--- src/sv/wsdf_pkg.sv ---
// ----------------------------------------------------------------------------
// WebSocket deframer package
// Parse phases, header constants and the result record shared by the modules.
// ----------------------------------------------------------------------------
`default_nettype none

package wsdf_pkg;

  localparam int FRAME_LEN_W = 16;

  localparam logic [6:0] LEN_EXT16 = 7'd126;
  localparam logic [6:0] LEN_EXT64 = 7'd127;

  localparam logic [3:0] EXT16_BYTES = 4'd2;
  localparam logic [3:0] EXT64_BYTES = 4'd8;
  localparam logic [3:0] KEY_BYTES   = 4'd4;

  localparam logic [FRAME_LEN_W-1:0] MAX_PAYLOAD_RESET = 16'd4096;

  typedef enum logic [2:0] {
    PH_HDR0    = 3'd0,
    PH_HDR1    = 3'd1,
    PH_EXT16   = 3'd2,
    PH_EXT64   = 3'd3,
    PH_KEY     = 3'd4,
    PH_PAYLOAD = 3'd5,
    PH_DROP    = 3'd6
  } phase_t;

  typedef struct packed {
    logic [7:0]             payload_byte;
    logic [3:0]             frame_opcode;
    logic                   last_of_frame;
    logic                   empty_frame;
    logic [FRAME_LEN_W-1:0] frame_length;
  } wsdf_result_t;

endpackage

`default_nettype wire

--- src/sv/wsdf_in_if.sv ---
// ----------------------------------------------------------------------------
// Raw byte channel
// Valid/ready channel carrying one received byte per word.
// ----------------------------------------------------------------------------
`default_nettype none

interface wsdf_in_if;
  logic       valid;
  logic       ready;
  logic [7:0] data_byte;

  modport source (output valid, output data_byte, input ready);
  modport sink (input valid, input data_byte, output ready);
endinterface

`default_nettype wire

--- src/sv/wsdf_out_if.sv ---
// ----------------------------------------------------------------------------
// Deframed payload channel
// Valid/ready channel carrying one unmasked payload byte or empty-frame marker.
// ----------------------------------------------------------------------------
`default_nettype none

interface wsdf_out_if;
  logic        valid;
  logic        ready;
  logic [7:0]  payload_byte;
  logic [3:0]  frame_opcode;
  logic        last_of_frame;
  logic        empty_frame;
  logic [15:0] frame_length;

  modport source (output valid, output payload_byte, output frame_opcode,
                  output last_of_frame, output empty_frame, output frame_length,
                  input ready);
  modport sink (input valid, input payload_byte, input frame_opcode,
                input last_of_frame, input empty_frame, input frame_length,
                output ready);
endinterface

`default_nettype wire

--- src/sv/websocket_frame_deframer_top.sv ---
// ----------------------------------------------------------------------------
// WebSocket frame deframer
// Receive-side frame parser: raw connection bytes in, unmasked payload out.
// ----------------------------------------------------------------------------
// Usage:
//   raw carries one received byte per word. deframed carries one unmasked
//   payload byte per word with the frame opcode, the clamped frame length and
//   a last flag; a frame whose kept length is zero gives a single word with
//   empty_frame and last_of_frame set and a zero payload byte.
//   Header, extended length, masking key and dropped bytes beyond the clamp
//   produce no output words.
//   Throughput is one byte per cycle while deframed does not stall. A payload
//   byte accepted on raw is registered in the output register, or first in the skid stage, before it reaches deframed.
//   When deframed stalls, one further result is parked in a skid stage and
//   raw.ready drops until the parked result has moved to the output.
//   cfg_we writes cfg_wdata into max_payload; write it only while idle. The
//   clamp is sampled when a frame's length completes.
//   A synchronous reset empties the output stages, sets max_payload to 4096
//   and returns the parser to the first header byte.
// ----------------------------------------------------------------------------
`default_nettype none

module websocket_frame_deframer_top
  import wsdf_pkg::*;
#(
  parameter int LENGTH_WIDTH = 16
) (
  input  wire logic                   clk,
  input  wire logic                   rst,
  input  wire logic                   cfg_we,
  input  wire logic [FRAME_LEN_W-1:0] cfg_wdata,
  wsdf_in_if.sink                     raw,
  wsdf_out_if.source                  deframed
);

  logic [FRAME_LEN_W-1:0] max_payload;
  logic                   accept;
  logic                   buf_ready;
  logic                   res_valid;
  wsdf_result_t           res;
  wsdf_result_t           out_res;

  always_ff @(posedge clk) begin
    if (rst) begin
      max_payload <= MAX_PAYLOAD_RESET;
    end else if (cfg_we) begin
      max_payload <= cfg_wdata;
    end
  end

  assign raw.ready = buf_ready;
  assign accept    = raw.valid && buf_ready;

  wsdf_parser #(
    .LENGTH_WIDTH (LENGTH_WIDTH)
  ) u_parser (
    .clk         (clk),
    .rst         (rst),
    .accept      (accept),
    .data_byte   (raw.data_byte),
    .max_payload (max_payload),
    .res_valid   (res_valid),
    .res         (res)
  );

  wsdf_out_buf u_out_buf (
    .clk       (clk),
    .rst       (rst),
    .in_valid  (res_valid),
    .in_res    (res),
    .in_ready  (buf_ready),
    .out_valid (deframed.valid),
    .out_res   (out_res),
    .out_ready (deframed.ready)
  );

  assign deframed.payload_byte  = out_res.payload_byte;
  assign deframed.frame_opcode  = out_res.frame_opcode;
  assign deframed.last_of_frame = out_res.last_of_frame;
  assign deframed.empty_frame   = out_res.empty_frame;
  assign deframed.frame_length  = out_res.frame_length;

endmodule

`default_nettype wire

--- src/sv/wsdf_parser.sv ---
// ----------------------------------------------------------------------------
// WebSocket frame parser
// Header, length, masking key and payload tracking, one byte per cycle while accept is high.
// ----------------------------------------------------------------------------
`default_nettype none

module wsdf_parser
  import wsdf_pkg::*;
#(
  parameter int LENGTH_WIDTH = 16
) (
  input  wire logic                   clk,
  input  wire logic                   rst,
  input  wire logic                   accept,
  input  wire logic [7:0]             data_byte,
  input  wire logic [FRAME_LEN_W-1:0] max_payload,
  output logic                        res_valid,
  output wsdf_result_t                res
);

  localparam int CMP_W = (LENGTH_WIDTH > FRAME_LEN_W) ? LENGTH_WIDTH : FRAME_LEN_W;

  phase_t                  phase, phase_next;
  logic [3:0]              count, count_next;
  logic [3:0]              held_opcode, held_opcode_next;
  logic                    masked, masked_next;
  logic [LENGTH_WIDTH-1:0] declared, declared_next;
  logic [FRAME_LEN_W-1:0]  kept, kept_next;
  logic [LENGTH_WIDTH-1:0] position, position_next;
  logic [31:0]             mask_key, mask_key_next;

  logic [6:0]              len7;
  logic [LENGTH_WIDTH+7:0] ext_word;
  logic [LENGTH_WIDTH-1:0] ext_len;
  logic [LENGTH_WIDTH-1:0] hdr_len;
  logic [LENGTH_WIDTH-1:0] cand_len;
  logic [CMP_W-1:0]        cand_cmp;
  logic [FRAME_LEN_W-1:0]  cand_kept;
  logic [3:0]              cnt_inc;
  logic                    hdr_plain;
  logic                    ext_done;
  logic                    key_done;
  logic                    len_done;
  logic                    new_masked;
  logic                    begin_now;
  logic [FRAME_LEN_W-1:0]  begin_kept;
  logic [LENGTH_WIDTH-1:0] begin_decl;
  phase_t                  begin_phase;
  logic                    marker;
  logic [LENGTH_WIDTH-1:0] pos_inc;
  logic                    pay_last;
  logic [7:0]              key_byte;

  assign len7      = data_byte[6:0];
  assign ext_word  = {declared, data_byte};
  assign ext_len   = ext_word[LENGTH_WIDTH-1:0];
  assign hdr_len   = LENGTH_WIDTH'(len7);
  assign cand_len  = (phase == PH_HDR1) ? hdr_len : ext_len;
  assign cand_cmp  = CMP_W'(cand_len);
  assign cand_kept = (cand_cmp > CMP_W'(max_payload)) ? max_payload
                                                      : cand_cmp[FRAME_LEN_W-1:0];
  assign cnt_inc   = count + 4'd1;
  assign hdr_plain = (len7 != LEN_EXT16) && (len7 != LEN_EXT64);
  assign ext_done  = cnt_inc >= ((phase == PH_EXT16) ? EXT16_BYTES : EXT64_BYTES);
  assign key_done  = (phase == PH_KEY) && (cnt_inc >= KEY_BYTES);
  assign len_done  = ((phase == PH_HDR1) && hdr_plain) ||
                     (((phase == PH_EXT16) || (phase == PH_EXT64)) && ext_done);
  assign new_masked = (phase == PH_HDR1) ? data_byte[7] : masked;
  assign begin_now  = (len_done && !new_masked) || key_done;
  assign begin_kept = (phase == PH_KEY) ? kept : cand_kept;
  assign begin_decl = (phase == PH_KEY) ? declared : cand_len;
  assign begin_phase = (begin_kept == '0) ?
                       ((begin_decl != '0) ? PH_DROP : PH_HDR0) : PH_PAYLOAD;
  assign marker    = begin_now && (begin_kept == '0);
  assign pos_inc   = position + LENGTH_WIDTH'(1);
  assign pay_last  = CMP_W'(pos_inc) >= CMP_W'(kept);

  always_comb begin
    case (position[1:0])
      2'd0:    key_byte = mask_key[31:24];
      2'd1:    key_byte = mask_key[23:16];
      2'd2:    key_byte = mask_key[15:8];
      default: key_byte = mask_key[7:0];
    endcase
  end

  always_comb begin
    phase_next = phase;
    if (accept) begin
      case (phase)
        PH_HDR0: begin
          phase_next = PH_HDR1;
        end
        PH_HDR1: begin
          if (len7 == LEN_EXT16) begin
            phase_next = PH_EXT16;
          end else if (len7 == LEN_EXT64) begin
            phase_next = PH_EXT64;
          end else begin
            phase_next = new_masked ? PH_KEY : begin_phase;
          end
        end
        PH_EXT16, PH_EXT64: begin
          if (ext_done) begin
            phase_next = new_masked ? PH_KEY : begin_phase;
          end
        end
        PH_KEY: begin
          if (key_done) begin
            phase_next = begin_phase;
          end
        end
        PH_PAYLOAD: begin
          if (pay_last) begin
            phase_next = (declared > pos_inc) ? PH_DROP : PH_HDR0;
          end
        end
        PH_DROP: begin
          if (pos_inc >= declared) begin
            phase_next = PH_HDR0;
          end
        end
        default: begin
          phase_next = PH_HDR0;
        end
      endcase
    end
  end

  always_comb begin
    count_next       = count;
    held_opcode_next = held_opcode;
    masked_next      = masked;
    declared_next    = declared;
    kept_next        = kept;
    position_next    = position;
    mask_key_next    = mask_key;
    if (accept) begin
      case (phase)
        PH_HDR0: begin
          held_opcode_next = data_byte[3:0];
        end
        PH_HDR1: begin
          masked_next   = data_byte[7];
          mask_key_next = '0;
          count_next    = '0;
          declared_next = hdr_plain ? hdr_len : '0;
        end
        PH_EXT16, PH_EXT64: begin
          declared_next = ext_len;
          count_next    = ext_done ? 4'd0 : cnt_inc;
        end
        PH_KEY: begin
          mask_key_next = {mask_key[23:0], data_byte};
          count_next    = cnt_inc;
        end
        PH_PAYLOAD, PH_DROP: begin
          position_next = pos_inc;
        end
        default: begin
          count_next = count;
        end
      endcase
      if (len_done) begin
        kept_next = cand_kept;
      end
      if (begin_now) begin
        position_next = '0;
      end
    end

    res_valid         = accept && (marker || (phase == PH_PAYLOAD));
    res.payload_byte  = (phase == PH_PAYLOAD) ? (data_byte ^ key_byte) : 8'd0;
    res.frame_opcode  = held_opcode;
    res.last_of_frame = marker || pay_last;
    res.empty_frame   = marker;
    res.frame_length  = (phase == PH_PAYLOAD) ? kept : begin_kept;
  end

  always_ff @(posedge clk) begin
    if (rst) begin
      phase       <= PH_HDR0;
      count       <= '0;
      held_opcode <= '0;
      masked      <= 1'b0;
      declared    <= '0;
      kept        <= '0;
      position    <= '0;
      mask_key    <= '0;
    end else begin
      phase       <= phase_next;
      count       <= count_next;
      held_opcode <= held_opcode_next;
      masked      <= masked_next;
      declared    <= declared_next;
      kept        <= kept_next;
      position    <= position_next;
      mask_key    <= mask_key_next;
    end
  end

  a_result_needs_accept: assert property (@(posedge clk) disable iff (rst)
    res_valid |-> accept)
    else $error("parser produced a result without an accepted byte");

  a_marker_is_last: assert property (@(posedge clk) disable iff (rst)
    (res_valid && res.empty_frame) |-> res.last_of_frame)
    else $error("empty-frame marker not flagged as last");

  a_payload_has_length: assert property (@(posedge clk) disable iff (rst)
    (phase == PH_PAYLOAD) |-> (kept != '0))
    else $error("payload phase entered with zero kept length");

endmodule

`default_nettype wire

--- src/sv/wsdf_out_buf.sv ---
// ----------------------------------------------------------------------------
// Result output buffer
// Output register with a skid stage so the parser keeps taking bytes
// while a result waits at the output.
// ----------------------------------------------------------------------------
`default_nettype none

module wsdf_out_buf
  import wsdf_pkg::*;
(
  input  wire logic          clk,
  input  wire logic          rst,
  input  wire logic          in_valid,
  input  wire wsdf_result_t  in_res,
  output logic               in_ready,
  output logic               out_valid,
  output wsdf_result_t       out_res,
  input  wire logic          out_ready
);

  logic         skid_valid;
  wsdf_result_t skid_res;

  assign in_ready = !skid_valid;

  always_ff @(posedge clk) begin
    if (rst) begin
      out_valid  <= 1'b0;
      skid_valid <= 1'b0;
    end else if (!out_valid || out_ready) begin
      if (skid_valid) begin
        out_valid  <= 1'b1;
        out_res    <= skid_res;
        skid_valid <= 1'b0;
      end else begin
        out_valid <= in_valid;
        out_res   <= in_res;
      end
    end else if (in_valid) begin
      skid_valid <= 1'b1;
      skid_res   <= in_res;
    end
  end

  a_skid_behind_out: assert property (@(posedge clk) disable iff (rst)
    skid_valid |-> out_valid)
    else $error("skid stage holds a result while the output is empty");

  a_stall_fills_skid: assert property (@(posedge clk) disable iff (rst)
    (in_valid && out_valid && !out_ready) |=> skid_valid)
    else $error("result arriving during a stall was not parked");

  a_skid_moves_out: assert property (@(posedge clk) disable iff (rst)
    (skid_valid && out_ready) |=> (out_valid && !skid_valid))
    else $error("parked result did not move to the output");

endmodule

`default_nettype wire

--- src/flat_wrapper.sv ---
// flat-port wrapper written by rule: the top's interface ports become plain ports
module websocket_frame_deframer_top_flat import wsdf_pkg::*;
#(
  parameter int LENGTH_WIDTH = 16
)
  (clk, rst, cfg_we, cfg_wdata, raw_valid, raw_data_byte, raw_ready, deframed_valid, deframed_payload_byte, deframed_frame_opcode, deframed_last_of_frame, deframed_empty_frame, deframed_frame_length, deframed_ready);
  wsdf_in_if raw_i ();
  wsdf_out_if deframed_i ();
  input  wire logic clk;
  input  wire logic rst;
  input  wire logic cfg_we;
  input  wire logic [FRAME_LEN_W-1:0] cfg_wdata;
  input wire logic [$bits(raw_i.valid)-1:0] raw_valid;
  input wire logic [$bits(raw_i.data_byte)-1:0] raw_data_byte;
  output wire logic [$bits(raw_i.ready)-1:0] raw_ready;
  output wire logic [$bits(deframed_i.valid)-1:0] deframed_valid;
  output wire logic [$bits(deframed_i.payload_byte)-1:0] deframed_payload_byte;
  output wire logic [$bits(deframed_i.frame_opcode)-1:0] deframed_frame_opcode;
  output wire logic [$bits(deframed_i.last_of_frame)-1:0] deframed_last_of_frame;
  output wire logic [$bits(deframed_i.empty_frame)-1:0] deframed_empty_frame;
  output wire logic [$bits(deframed_i.frame_length)-1:0] deframed_frame_length;
  input wire logic [$bits(deframed_i.ready)-1:0] deframed_ready;
  assign raw_i.valid = raw_valid;
  assign raw_i.data_byte = raw_data_byte;
  assign raw_ready = raw_i.ready;
  assign deframed_valid = deframed_i.valid;
  assign deframed_payload_byte = deframed_i.payload_byte;
  assign deframed_frame_opcode = deframed_i.frame_opcode;
  assign deframed_last_of_frame = deframed_i.last_of_frame;
  assign deframed_empty_frame = deframed_i.empty_frame;
  assign deframed_frame_length = deframed_i.frame_length;
  assign deframed_i.ready = deframed_ready;
  websocket_frame_deframer_top #(.LENGTH_WIDTH(LENGTH_WIDTH)) u_core (.clk(clk), .rst(rst), .cfg_we(cfg_we), .cfg_wdata(cfg_wdata), .raw(raw_i), .deframed(deframed_i));
endmodule
--- config.mk ---
export PLATFORM = sky130hd
export DESIGN_NAME = websocket_frame_deframer_top_flat
export DESIGN_NICKNAME = d
export VERILOG_FILES = /design/src/sv/wsdf_pkg.sv /design/src/sv/wsdf_in_if.sv /design/src/sv/wsdf_out_if.sv /design/src/sv/websocket_frame_deframer_top.sv /design/src/sv/wsdf_parser.sv /design/src/sv/wsdf_out_buf.sv /design/src/flat_wrapper.sv
export SDC_FILE = /design/constraint.sdc
export NUM_CORES = 1
export LEC_CHECK = 0
export CAP_MARGIN = 10
export CORE_MARGIN = 5
export CORE_UTILIZATION = 23
export DETAILED_ROUTE_END_ITERATION = 7
export DONT_BUFFER_PORTS = 1
export MAX_ROUTING_LAYER = met4
export SYNTH_ARGS = -nofsm -noshare
export SYNTH_HDL_FRONTEND = slang
export SYNTH_HIERARCHICAL = 1
export SYNTH_SLANG_ARGS = --single-unit
--- constraint.sdc ---
create_clock -name clk -period 7.2 [get_ports clk]
set_clock_uncertainty 0.15 [all_clocks]
set_input_delay 0.72 -clock clk [delete_from_list [all_inputs] [get_ports clk]]
set_output_delay 0.72 -clock clk [all_outputs]
set_load 0.01 [all_outputs]
==> results.ini, run 1 <==
[status]
outcome = complete, no violations

[worst_setup_path]
crit_family = simple AND/OR/NAND/NOR gates
path_depth = 14
critPathArrivalTime_ns = 5.93
cp.required_ns = 7.19
ff2ff_path_depth = 14
cp_common_cell = nor2_1
crit_fanout = 21
path_class = flip-flop to flip-flop
critPathLaunchType = flip-flop
path_cells = nand2b_1 > nor2_1 > nor2_1 > ha_1 > nand4_2 > a2111oi_1 > o31a_1 > mux2i_1 > mux2_2 > o211ai_1 > nor3b_1 > o21a_1 > nor3b_2 > buf_12
critPathMaxStageDelay_ns = 0.74
crit_slowest_cell = nor3b_2
worst_setup_path_end_kind = flip-flop
cp_num_buf_inv = 1

[die]
start_util = 0.233
rows = 72
num_io_pins = 61
core_mm2 = 0.0386
fp.dieArea_mm2 = 0.0431
die_width_um = 208
dieHeight_um = 208

[global_route]
grt_usage = 0.111
grt_pass1_wl_um = 37300
overflow = 0
grt_max_degree = 113
grt_pass1_vias = 6346
grt_antenna_before_repair = 0

[sta]
rsz0062_at_grt = no
whs_ns = 0.211
tightest_slew_ns = 1.11
finalHoldViolations = 0
setup_violations = 0
worst_slack_ns = 1.26
fin_crit_ns = 5.94
fmax_mhz = 168
slew_headroom = 0.257
slew_viol_final = 0
fin_setup_tns_ns = 0
fin_crit_sh = 0.825

[cts]
cts_tree = yes
post-cts-setup-buffers = 0
cts_made_buffers = 17
clock-sinks = 170
path_clk_slew_ns = 0.07
cts.hold.buffers_added = 0
post_cts_resized = 0
cts_buffer_depth = 2
clock_latency_ns = 0.44
ctsHtreeMaxLevel = 4
clockRootBuffer = clkbuf_16

[placed_design]
place_congestion = 0.873
place.port_buffers = 0
dp_hpwl_um = 16800
dp_slack_ns = 1.31
dp_cells = 1395

[routing]
num_vias = 6766
drt_pre_antenna_iters = 7
drc = 0
drt_iter0_drc = 527
drtAntennaViolNets = 0
wl_per_cell_um = 16.4
routed_wl_um = 23400
viasPerCell = 4.74

[pwr]
power_density_mw_per_mm2 = 253
internal-power_uw = 1790
ir_drop_mv = 0.159
net-switching-power_uw = 738
switching_share = 0.292
power_frac_comb = 0.185
pwr-share-seq = 0.451
leakagePower_uw = 0.00365
power.share.clock = 0.364

[logic_synthesis]
synthArstFlopShare = 0
ys_warn_count = 6
syn_area_mm2 = 0.00899
syn_inst = 930
ys_types = 57
synth_edf_count = 60
syn_area_per_cell_um2 = 9.67
synth_fp_nets = 1014
ys_seq_elements = 170
ys.flop_type = dfxtp_1
synth_seq_area_share = 0.445

[cells_and_area]
fin_cells = 1427
synthToLayoutAreaGrowth_pct = 11.1
num_antenna_cells = 0
nets = 980
drive_above_1_share = 0.0836

[min_path]
hp-class = input port to flip-flop
holdPathStages = 1

[job]
cap_violations = 0

[power by group through the flow]
stage	Sequential, µW	Combinational [µW]	Clock [µW]
after floorplan	1130	386	0
after global placement	1160	459	0
after detailed placement	1160	463	0
after CTS	1140	465	948
after global routing	1150	521	989
final	1140	468	918
[cell usage in the layout (no fill, tap or decap), drive strengths merged, types with 9 or more instances in the layout]
master	synthesis	routed
a22oi	50	50
xnor2	17	17
o21ai	28	28
nand2	32	32
a211oi	22	22
nand3	11	11
mux2i	39	39
ha	55	55
nor3b	15	15
nand2b	11	11
a21oi	56	56
edfxtp	60	60
nand4	11	11
nor4	9	9
dfxtp	110	110
inv	56	58
clkbuf	47	19
mux2	31	31
a21o	9	9
nor2b	9	9
nor2	165	165
[cell type report]
cell class / instances / area (µm²)
Fill cell: 4081 / 28700
Multi-Input combinational cell: 644 / 4470
Sequential cell: 170 / 4010
Tap cell: 518 / 648
Clock buffer: 19 / 443
Inverter: 56 / 210
Clock inverter: 13 / 144
Timing Repair Buffer: 7 / 65.1
[synth_stat cells (22+ instances only)]
cell / count / area, µm²
a21oi_1: 56 / 280
a22oi_1: 50 / 375
mux2_4: 28 / 420
nor2_1: 165 / 619
edfxtp_1: 60 / 1800
dfxtp_1: 110 / 2200
a211oi_1: 22 / 165
clkbuf_1: 47 / 176
mux2i_1: 39 / 390
nand2_1: 31 / 116
ha_1: 55 / 688
o21ai_0: 25 / 125
inv_1: 56 / 210
[logic make-up after synthesis]
family          Yosys count  synth area share
simple gates            294             0.153
compound gates          201             0.148
flops                   170             0.445
buf+inv                 116            0.0597
mux                      70            0.0940
fa+ha+maj                55            0.0766
xor+xnor                 24            0.0234
[flip-flops by register name (all words and copies together), names as in the netlist]
signal / count
u_core/u_parser/mask_key: 32
u_core/u_out_buf/out_res: 30
u_core/u_parser/masked: 1
u_core/u_parser/kept: 16
u_core/max_payload: 16
u_core/u_out_buf/skid_valid: 1
u_core/u_parser/position: 16
u_core/u_parser/count: 4
u_core/u_out_buf/out_valid: 1
u_core/u_parser/phase: 3
u_core/u_out_buf/skid_res: 30
u_core/u_parser/held_opcode: 4
u_core/u_parser/declared: 16
[worst register-to-register path: cells and delay by family (launching register included)]
kind	cells	cell delay (ns)
AO/OA/AOI/OAI	4	1.63
adder cells (fa/ha/maj)	1	0.36
buffers and inverters	1	0.26
flip-flops	1	0.44
multiplexers	2	0.56
AND/OR/NAND/NOR	6	2.22
[routing by layer]
layer  vias to the layer above  track usage  wire length (µm)
li1                       3273            -                 -
met1                      3261        0.145             11000
met2                       204        0.169             10700
met3                        28       0.0225              1110
met4                         0       0.0430               544
met5                         -            -                 0
[through the flow]
step / power [µW] / utilization / area [µm²]
floorplan: 1520 / - / 8990
global placement: 1620 / 0.243 / 9400
detailed placement: 1620 / 0.243 / 9400
CTS: 2550 / 0.258 / 9980
global route: 2660 / 0.258 / 9980
finish: 2520 / 0.258 / 9980
[worst paths after layout]
check | start | slack [ns] | endpoint
max | u_core/u_parser/phase[1] | 1.26 | u_core/u_out_buf/skid_res[2]
min | rst | 0.21 | u_core/max_payload[15]
max reg2reg | u_core/u_parser/phase[1] | 1.26 | u_core/u_out_buf/skid_res[2]
min reg2reg | u_core/u_parser/held_opcode[0] | 0.33 | u_core/u_out_buf/skid_res[18]
Power figures use the tool's default switching activity.
==> inputs of run 2 (changes only) <==
==> constraint.sdc (replaced) <==
create_clock -name clk -period 4.8 [get_ports clk]
set_clock_uncertainty 0.15 [all_clocks]
set_input_delay 0.48 -clock clk [delete_from_list [all_inputs] [get_ports clk]]
set_output_delay 0.48 -clock clk [all_outputs]
set_load 0.01 [all_outputs]
==> results.ini, run 2 (synthesized netlist as in run 1, its figures left out) <==
[cts]
cts_tree = yes
ctsHtreeMaxLevel = 4  ; unchanged
cts_buffer_depth = 2  ; unchanged
path_clk_slew_ns = 0.07  ; about the same
clock-sinks = 170  ; unchanged
clockRootBuffer = clkbuf_16
cts_made_buffers = 17  ; unchanged
clock_latency_ns = 0.44  ; about the same

[sta]
setup_violations = 0  ; unchanged
fmax_mhz = 221  ; +32%
tightest_slew_ns = 1.07  ; -0.0469 ns
fin_setup_tns_ns = 0  ; unchanged
worst_slack_ns = 0.284  ; -0.976 ns
fin_crit_ns = 4.52  ; -1.42 ns
finalHoldViolations = 0  ; unchanged
fin_crit_sh = 0.941  ; +0.116
slew_viol_final = 0  ; unchanged
slew_headroom = 0.288  ; +0.0313
rsz0062_at_grt = no

[die]
core_mm2 = 0.0386  ; unchanged
num_io_pins = 61  ; unchanged
rows = 72  ; unchanged
fp.dieArea_mm2 = 0.0431  ; unchanged
die_width_um = 208  ; unchanged
start_util = 0.233  ; unchanged
dieHeight_um = 208  ; unchanged

[worst_setup_path]
critPathMaxStageDelay_ns = 0.58  ; -0.16 ns
path_class = flip-flop to flip-flop
critPathArrivalTime_ns = 4.50  ; -1.43 ns
critPathLaunchType = flip-flop
crit-reg2reg-launch = u_core/u_parser/phase[2]
reg2reg_slack_ns = 0.28  ; -0.98 ns
path_depth = 14  ; unchanged
r2r_end = u_core/u_out_buf/skid_res[27]
startpoint = u_core/u_parser/phase[2]
path_cells = nor2_2 > nor2_1 > ha_1 > nand4_2 > a2111oi_1 > o31a_1 > buf_4 > nand3_1 > nand3_1 > nand4_2 > nor3b_2 > o21a_1 > nor3b_4 > buf_12
crit_end = u_core/u_out_buf/skid_res[27]
crit_family = simple AND/OR/NAND/NOR gates
worst_setup_path_end_kind = flip-flop
cp.required_ns = 4.78  ; -2.41 ns
ff2ff_path_depth = 14  ; unchanged
cp_num_buf_inv = 2  ; +1
crit_fanout = 30  ; +43%
crit_slowest_cell = a2111oi_1

[global_route]
grt_usage = 0.111  ; about the same
grt_antenna_before_repair = 0  ; unchanged
overflow = 0  ; unchanged
grt_pass1_wl_um = 37100  ; -0.76%
grt_max_degree = 109  ; -3.5%
grt_pass1_vias = 6386  ; +0.63%

[routing]
wl_per_cell_um = 16.4  ; -0.26%
drtAntennaViolNets = 0  ; unchanged
viasPerCell = 4.64  ; -2.0%
drt_pre_antenna_iters = 8  ; +1
drc = 0  ; unchanged
routed_wl_um = 23600  ; +0.65%
drt_iter0_drc = 620  ; +18%
num_vias = 6688  ; -1.2%

[cells_and_area]
largest_register_ffs = 32  ; unchanged
nFillCells = 4029  ; -1.3%
num_antenna_cells = 0  ; unchanged
multi_input_comb_area_mm2 = 0.00449  ; +0.45%
nets = 993  ; +1.3%
reg_top3 = u_core/u_parser/mask_key (32), u_core/u_out_buf/out_res (30), u_core/u_out_buf/skid_res (30)
drive_above_1_share = 0.0976  ; +0.0140
final_cell_mix = 163 x nor2_1, 109 x dfxtp_1, 60 x edfxtp_1
seq_area_mm2 = 0.00401  ; unchanged
final_common_cell = nor2_1
synthToLayoutAreaGrowth_pct = 12.8
regMostFlops = u_core/u_parser/mask_key

[pwr]
leakagePower_uw = 0.00375  ; +2.6%
ir_drop_mv = 0.263  ; +65%
power_density_mw_per_mm2 = 382  ; +51%

[placed_design]
dp_slack_ns = 0.210  ; -1.10 ns
dp_hpwl_um = 16900  ; +0.66%
place.port_buffers = 0  ; unchanged
place_congestion = 0.909  ; +4.1%

[status]
outcome = complete, no violations

[min_path]
hp-class = input port to flip-flop
worstHoldStart = cfg_wdata[12]

[job]
cap_violations = 0  ; unchanged

[run 2: how the worst min path moves through the flow]
| stage | slack (ns) | depth (start not counted) | to |
|---|---|---|---|
| 3_5_place_dp | 0.30 | 0 | u_core/u_out_buf/skid_res[18] |
| 6_report | 0.02 | 1 | u_core/max_payload[12] |
| 2_1_floorplan | 0.28 | 0 | u_core/u_out_buf/skid_res[18] |
| 4_1_cts | 0.002 | 1 | u_core/max_payload[12] |
| 5_1_grt | 0.01 | 1 | u_core/max_payload[12] |
| 3_3_place_gp | 0.30 | 0 | u_core/u_out_buf/skid_res[18] |
[run 2: worst reg2reg max path, stage by stage, from the launching register on]
cell and delay [ns]:
dfxtp_1 0.44, nor2_2 0.40, nor2_1 0.16, ha_1 0.35, nand4_2 0.16, a2111oi_1 0.58, o31a_1 0.31, buf_4 0.31
nand3_1 0.11, nand3_1 0.14, nand4_2 0.17, nor3b_2 0.30, o21a_1 0.17, nor3b_4 0.22, buf_12 0.24
[run 2: routing by layer]
metal / share of wire / wire length (µm) / track usage
met2: 0.48 / 11200 / 0.177
met4: 0.022 / 518 / 0.0399
met1: 0.45 / 10700 / 0.141
met3: 0.049 / 1160 / 0.0201
met5: 0 / 0 / -
[run 2: through the flow]
step | cell area [µm²] | util | hold WS, ns | total power, µW | instances
after global routing | 10100 | 0.262 | 0.0149 | 4060 | 1440
after detailed placement | 9490 | 0.246 | 0.300 | 2460 | 1406
final | 10100 | 0.262 | 0.0213 | 3870 | 1440
after CTS | 10100 | 0.262 | 0.00231 | 3910 | 1440
after floorplan | 9000 | - | 0.280 | 2280 | 930
after global placement | 9490 | 0.246 | 0.297 | 2450 | 1406
[run 2: where the power goes]
part / total [µW] / switching [µW] / internal [µW]
registers: 1700 / 94.5 / 1610
clock network: 1420 / 595 / 821
logic: 757 / 444 / 313
[run 2: area by class of cell]
cell class | count | area share
multi-input combinational | 644 | 0.443
sequential | 170 | 0.395
tap | 518 | 0.0640
clock buffer | 18 | 0.0423
inverter | 56 | 0.0207
timing repair buffer | 20 | 0.0183
clock inverter | 14 | 0.0168
[run 2: repair_timing]
item	in CTS	in global routing
gates resized for setup	0	1
hold buffers	2	0
buffers inserted	0	0
endpoints found under the setup margin	0	30
hold endpoints to repair	108	0
==> inputs of run 3 (changes only) <==
--- a/config.mk
+++ b/config.mk
@@ -6,7 +6,6 @@
 export NUM_CORES = 1
 export LEC_CHECK = 0
 export CAP_MARGIN = 10
-export CORE_MARGIN = 5
 export CORE_UTILIZATION = 23
 export DETAILED_ROUTE_END_ITERATION = 7
 export DONT_BUFFER_PORTS = 1
==> results.ini, run 3 (synthesized netlist as in run 1, its figures left out) <==
[worst_setup_path]
crit_family = simple AND/OR/NAND/NOR gates
path_cells = buf_4 > nor2b_1 > nand2b_1 > nand2_1 > inv_1 > ha_1 > nand4_1 > or4_1 > o31a_1 > or4_1 > nand3_1 > nand4_2 > nor3b_1 > buf_4 > o21a_1 > nor3b_4 > buf_4
critPathMaxStageDelay_ns = 0.56  ; -0.02 ns
worst_setup_path_end_kind = flip-flop
cp_common_cell = buf_4
r2r_end = u_core/u_out_buf/skid_res[29]
cp_num_buf_inv = 4  ; +2
cp.required_ns = 4.78  ; about the same
path_class = flip-flop to flip-flop
reg2reg_slack_ns = 0.26  ; -0.03 ns
ff2ff_path_depth = 17  ; +3
crit_fanout = 13  ; -57%
crit_slowest_cell = or4_1
critPathLaunchType = flip-flop
critPathArrivalTime_ns = 4.52  ; +0.02 ns
crit-reg2reg-launch = u_core/u_parser/phase[1]

[sta]
whs_ns = 0.0271  ; +0.00580 ns
slew_viol_final = 0  ; unchanged
finalHoldViolations = 0  ; unchanged
rsz0062_at_grt = no
tightest_slew_ns = 1.12  ; +0.0539 ns
fmax_mhz = 220  ; -0.58%
setup_violations = 0  ; unchanged
fin_crit_sh = 0.946  ; +0.00548
slew_headroom = 0.252  ; -0.0360
fin_crit_ns = 4.54  ; +0.0263 ns
fin_setup_tns_ns = 0  ; unchanged

[global_route]
grt_pass1_vias = 6388  ; +0.031%
grt_antenna_before_repair = 0  ; unchanged
grt_max_degree = 109  ; unchanged
overflow = 0  ; unchanged
grt_pass1_wl_um = 36600  ; -1.2%
grt_usage = 0.123  ; +0.0126

[min_path]
holdPathStages = 1  ; unchanged
hp-class = input port to flip-flop
worstHoldStart = cfg_wdata[12]
hold_end = u_core/max_payload[12]

[cells_and_area]
final_cell_mix = 163 x nor2_1, 109 x dfxtp_1, 60 x edfxtp_1
seq_area_mm2 = 0.00401  ; unchanged
nets = 1002  ; +0.91%
synthToLayoutAreaGrowth_pct = 13.1
multi_input_comb_area_mm2 = 0.00448  ; -0.14%
num_antenna_cells = 0  ; unchanged
final_common_cell = nor2_1
regMostFlops = u_core/u_parser/mask_key
fin_cells = 1449  ; +0.63%
largest_register_ffs = 32  ; unchanged
reg_top3 = u_core/u_parser/mask_key (32), u_core/u_out_buf/out_res (30), u_core/u_out_buf/skid_res (30)
nFillCells = 4166  ; +3.4%
final_area_mm2 = 0.0102  ; +0.28%
drive_above_1_share = 0.108  ; +0.0109

[pwr]
ir_drop_mv = 0.247  ; -6.1%
leakagePower_uw = 0.00378  ; +1.0%
power_density_mw_per_mm2 = 372  ; -2.5%

[die]
core_mm2 = 0.0386  ; -0.23%
die_width_um = 200  ; -3.9%
start_util = 0.233  ; +0.000543
num_io_pins = 61  ; unchanged
dieHeight_um = 200  ; -3.9%
fp.dieArea_mm2 = 0.0399  ; -7.6%
rows = 72  ; unchanged

[placed_design]
place_congestion = 0.911  ; +0.24%
dp_hpwl_um = 16700  ; -1.1%
placed_area_mm2 = 0.00954  ; +0.49%
place.port_buffers = 0  ; unchanged
dp_cells = 1413  ; +0.50%

[cts]
cts_made_buffers = 17  ; unchanged
path_clk_slew_ns = 0.07  ; about the same
clock_latency_ns = 0.43  ; about the same
clockRootBuffer = clkbuf_16
ctsHtreeMaxLevel = 4  ; unchanged
cts_tree = yes
cts_buffer_depth = 2  ; unchanged
clock-sinks = 170  ; unchanged

[routing]
drc = 0  ; unchanged
viasPerCell = 4.67  ; +0.60%
wl_per_cell_um = 16.1  ; -2.0%
routed_wl_um = 23300  ; -1.4%
drtAntennaViolNets = 0  ; unchanged
drt_pre_antenna_iters = 5  ; -3
num_vias = 6770  ; +1.2%
drt_iter0_drc = 566  ; -8.7%

[job]
cap_violations = 0  ; unchanged

[status]
outcome = complete, no violations

[run 3: cell types whose count changed in the layout (fill, tap and decap cells not counted), sizes merged]
cell and change:
bufinv -3, inv +1, clkbuf +3, clkinv -1, buf +9
[run 3: where the power goes]
part	total [µW]	internal [µW]	switching [µW]
logic	766	322	444
registers	1690	1610	88.2
clock network	1330	728	597
total	3780	2660	1130
[run 3: final cells by class]
class	count	share of cell area
multi-input combinational	644	0.441
inverter	56	0.0207
sequential	170	0.394
clock inverter	11	0.00825
timing repair buffer	29	0.0249
clock buffer	21	0.0475
tap	518	0.0638
[run 3: what timing repair did]
| action | CTS | global route |
|---|---|---|
| hold endpoints to repair | 108 | 0 |
| endpoints found under the setup margin | 0 | 30 |
| setup buffers | 0 | 2 |
| gates resized for setup | 0 | 1 |
| hold buffers | 2 | 0 |
[run 3: routing by layer]
layer,wire (µm),up-vias,GRT usage
met4,447,0,0.0469
li1,-,3297,-
met3,834,25,0.0172
met2,11000,172,0.194
met1,11000,3276,0.159
met5,0,-,-
[run 3: how the worst max path moves through the flow]
stage,start,end,slack (ns),cells after the start
final,u_core/u_parser/phase[1],u_core/u_out_buf/skid_res[29],0.26,17
after floorplan,u_core/u_parser/phase[0],u_core/u_out_buf/skid_res[0],0.06,15
after global placement,u_core/u_parser/phase[1],u_core/u_out_buf/skid_res[26],0.34,18
after global routing,u_core/u_parser/phase[1],u_core/u_out_buf/skid_res[29],0.008,17
after CTS,u_core/u_parser/phase[1],u_core/u_out_buf/skid_res[29],0.21,18
after detailed placement,u_core/u_parser/phase[1],u_core/u_out_buf/skid_res[29],0.25,17
[run 3: stage by stage]
step / total power, µW / setup WS [ns] / utilization
2_1_floorplan: 2280 / 0.0606 / -
3_3_place_gp: 2450 / 0.339 / 0.247
3_5_place_dp: 2450 / 0.253 / 0.247
4_1_cts: 3810 / 0.208 / 0.263
5_1_grt: 3980 / 0.00759 / 0.264
6_report: 3780 / 0.258 / 0.264
